`config.mk`:
```
export PLATFORM = sky130hd
export DESIGN_NAME = ap_rr_delay
export DESIGN_NICKNAME = d
export VERILOG_FILES = /design/src/rtl/ap_rr_delay.sv
export SDC_FILE = /design/constraint.sdc
export NUM_CORES = 1
export LEC_CHECK = 0
export BUFFER_PORTS_ARGS = -buffer_cell sky130_fd_sc_hd__buf_2
export CORE_UTILIZATION = 50
export CTS_CLUSTER_DIAMETER = 30
export CTS_CLUSTER_SIZE = 24
export DETAILED_ROUTE_END_ITERATION = 8
export HOLD_SLACK_MARGIN = 0.05
export MAX_ROUTING_LAYER = met4
export PLACE_DENSITY = 0.88
export SETUP_SLACK_MARGIN = 0.5
export SLEW_MARGIN = 20
export SYNTH_ARGS = -nofsm -noshare
export SYNTH_HDL_FRONTEND = slang
export SYNTH_SLANG_ARGS = --single-unit
```
`constraint.sdc`:
```
create_clock -name clk -period 1.2 [get_ports clk]
set_input_delay 0.12 -clock clk [delete_from_list [all_inputs] [get_ports clk]]
set_output_delay 0.12 -clock clk [all_outputs]
set_load 0.05 [all_outputs]
```
`src/rtl/ap_rr_delay.sv`:
```
// ----------------------------------------------------------------------------
// ap_rr_delay
// Enabled shift line that keeps side values aligned with the arithmetic.
// ----------------------------------------------------------------------------
module ap_rr_delay #(
  parameter int W     = 64,
  parameter int DEPTH = 2
) (
  input  logic         clk,
  input  logic         en,
  input  logic [W-1:0] d,
  output logic [W-1:0] q
);

  logic [W-1:0] tap [DEPTH];

  always_ff @(posedge clk) begin
    if (en) begin
      tap[0] <= d;
      for (int i = 1; i < DEPTH; i++) begin
        tap[i] <= tap[i-1];
      end
    end
  end

  assign q = tap[DEPTH-1];

endmodule

```
==> impl_metrics.tcl <==
set metrics [dict create \
    status "finished, final reports clean" \
    finalPower_mw 11.4 \
    synth-seq-cells 128 \
    num_vias 2021 \
    grt_pass1_wl_um 10600 \
    coreArea_mm2 0.00830 \
    multiInputGateArea_um2 0 \
    power_density_mw_per_mm2 1820 \
    finalClockSkew_ns 0.00832 \
    design.die.area_mm2 0.00902 \
    synth_fp_nets 258 \
    p_leak_nw 2.45 \
    max_slew_margin_pct 73.2 \
    rows 33 \
    final_cell_area_mm2 0.00628 \
    nets 408 \
    startpoint_type "flop" \
    layout_commonest_cell "edfxtp_1" \
    path_max_fanout 1 \
    power_switching_mw 2.67 \
    synthDistinctLibCells 2 \
    combPwrFrac_pct 10.5 \
    cts_buffers 17 \
    drc_errors 0 \
    worst_pin_slew_ns 0.401 \
    numClockSinks 128 \
    biggestRegsByFlops "tap (128)" \
    critPathKind "flop to primary output" \
    grt-ovfl-total 0 \
    num_antenna_cells 0 \
    cts.path.max_buffers 2 \
    crit_family "flip-flops" \
    via_per_inst 4.39 \
    holdCritPathClass "input port to flop" \
    final_cell_mix "edfxtp_1 (128), dlygate4sd3_1 (64), buf_2 (64), buf_6 (64), clkbuf_16 (16)" \
    internal_power_mw 8.78 \
    drtAntennaViolNets 0 \
    clock-root-buffer "clkbuf_8" \
    comb.multi_input.count 0 \
    crit_path_max_incr_delay_ns 0.40 \
    first_iter_violations 62 \
    dr.pass1.iters 4 \
    min_period_ns 1.19 \
    cp_slowest_cell "edfxtp_1" \
    placed_area_mm2 0.00466 \
    pwr-share-clk_pct 42.1 \
    pwr-share-seq_pct 47.4 \
    critPathCaptureType "primary output" \
    post_drt_wl_per_cell_um 15.7 \
    path_cells "buf_6" \
    clkLatencyLatePin_ns 0.49 \
    path_clk_slew_ns 0.06 \
    final_hold_viol_count 0 \
    critPathArrivalTime_ns 1.07 \
    seq_area_frac_synth_pct 88.9 \
    grt_start_max_net_pins 79 \
    min_period_over_period_pct 99.0 \
    track_usage_pct 17.5 \
    io_buffers 129 \
    critical_path_buf_inv_count 1 \
    die_y_um 95.0 \
    p_sw_share_pct 23.3 \
    syn-instance-count 192 \
    wl_um 7240 \
    clock.fmax_mhz 841 \
    tritoncts "done" \
    largest_reg_flops 128 \
    rsz0062_at_grt "yes" \
    yosysWarnings 0 \
    die_x_um 95.0 \
    postCtsSetupRepairBufs 0 \
    start_util_pct 52.1 \
    synth_area_per_cell_um2 22.5 \
    cp.required_ns 1.08 \
    area.growth.synth_to_final_pct 45.2 \
    finish.utilization_pct 75.6 \
    hold_ws_ns 0.145 \
    setup_viol 0 \
    grt_pass1_vias 2169 \
    gp_congestion 0.648 \
    syn-cell-area_mm2 0.00432 \
    drive_gt1_share_pct 45.6 \
    top_register "tap" \
    ios 130 \
    antenna_found_initial 0 \
    slew_viol_final 0 \
    htreeDepth 4 \
    drv_cap 0 \
    peakVddDrop_mv 1.20 \
]
cell usage after synthesis (all sizes together):
library cell	number	area, um^2
edfxtp	128	3840
buf	64	480
metal layers:
layer	GRT usage (%)	part of all wire, %	vias up	routed length, um
met3	5.88	6.3	10	456
li1	-	-	957	-
met1	18.4	39	962	2790
met4	8.71	1.5	0	109
met2	29.4	54	92	3880
met5	-	0	-	0
kinds of logic (layout without fill, tap and decap cells):
kind of cell	after synthesis	in the layout	synth area share [%]
flops	128	128	88.9
buf+inv	64	227	11.1
area by class of cell:
type                  instances  area, um^2
clock inverter               14         155
tap                         105         131
clock buffer                 18         418
timing repair buffer        195        1730
sequential                  128        3840
fill                        463        2020
power by group through the flow:
| stage | combinational, mW | clock (mW) | sequential [mW] |
|---|---|---|---|
| 3_3_place_gp | 0.842 | 0 | 5.46 |
| 3_5_place_dp | 0.856 | 0 | 5.48 |
| 4_1_cts | 1.19 | 4.90 | 5.43 |
| 5_1_grt | 1.25 | 5.08 | 5.45 |
| 2_1_floorplan | 0.715 | 0 | 5.45 |
| 6_report | 1.20 | 4.82 | 5.43 |
metrics by stage:
stage	TNS [ns]	worst slack, ns	std cells
after floorplan	0	0.557	192
after global placement	0	0.256	364
after detailed placement	0	0.237	364
after CTS	-0.126	-0.0321	460
after global routing	-0.528	-0.0306	460
final	0	0.0116	460
path summary, 6_finish.rpt:
check / cells after the start / startpoint / end / slack [ns]
min reg2reg: 0 / tap[0][18] / tap[0][82] / 0.41
max reg2reg: 0 / tap[0][31] / tap[0][95] / 0.53
max: 1 / tap[0][93] / q[29] / 0.01
min: 2 / en / tap[0][75] / 0.15
timing repair:
action / in CTS / in global routing
endpoints found under the hold margin: 64 / 0
endpoints found under the setup margin: 64 / 64
cloned: 0 / 0
hold buffers: 64 / 0
resized for setup: 128 / 0
Note: power is estimated with default switching activity, not from simulation.
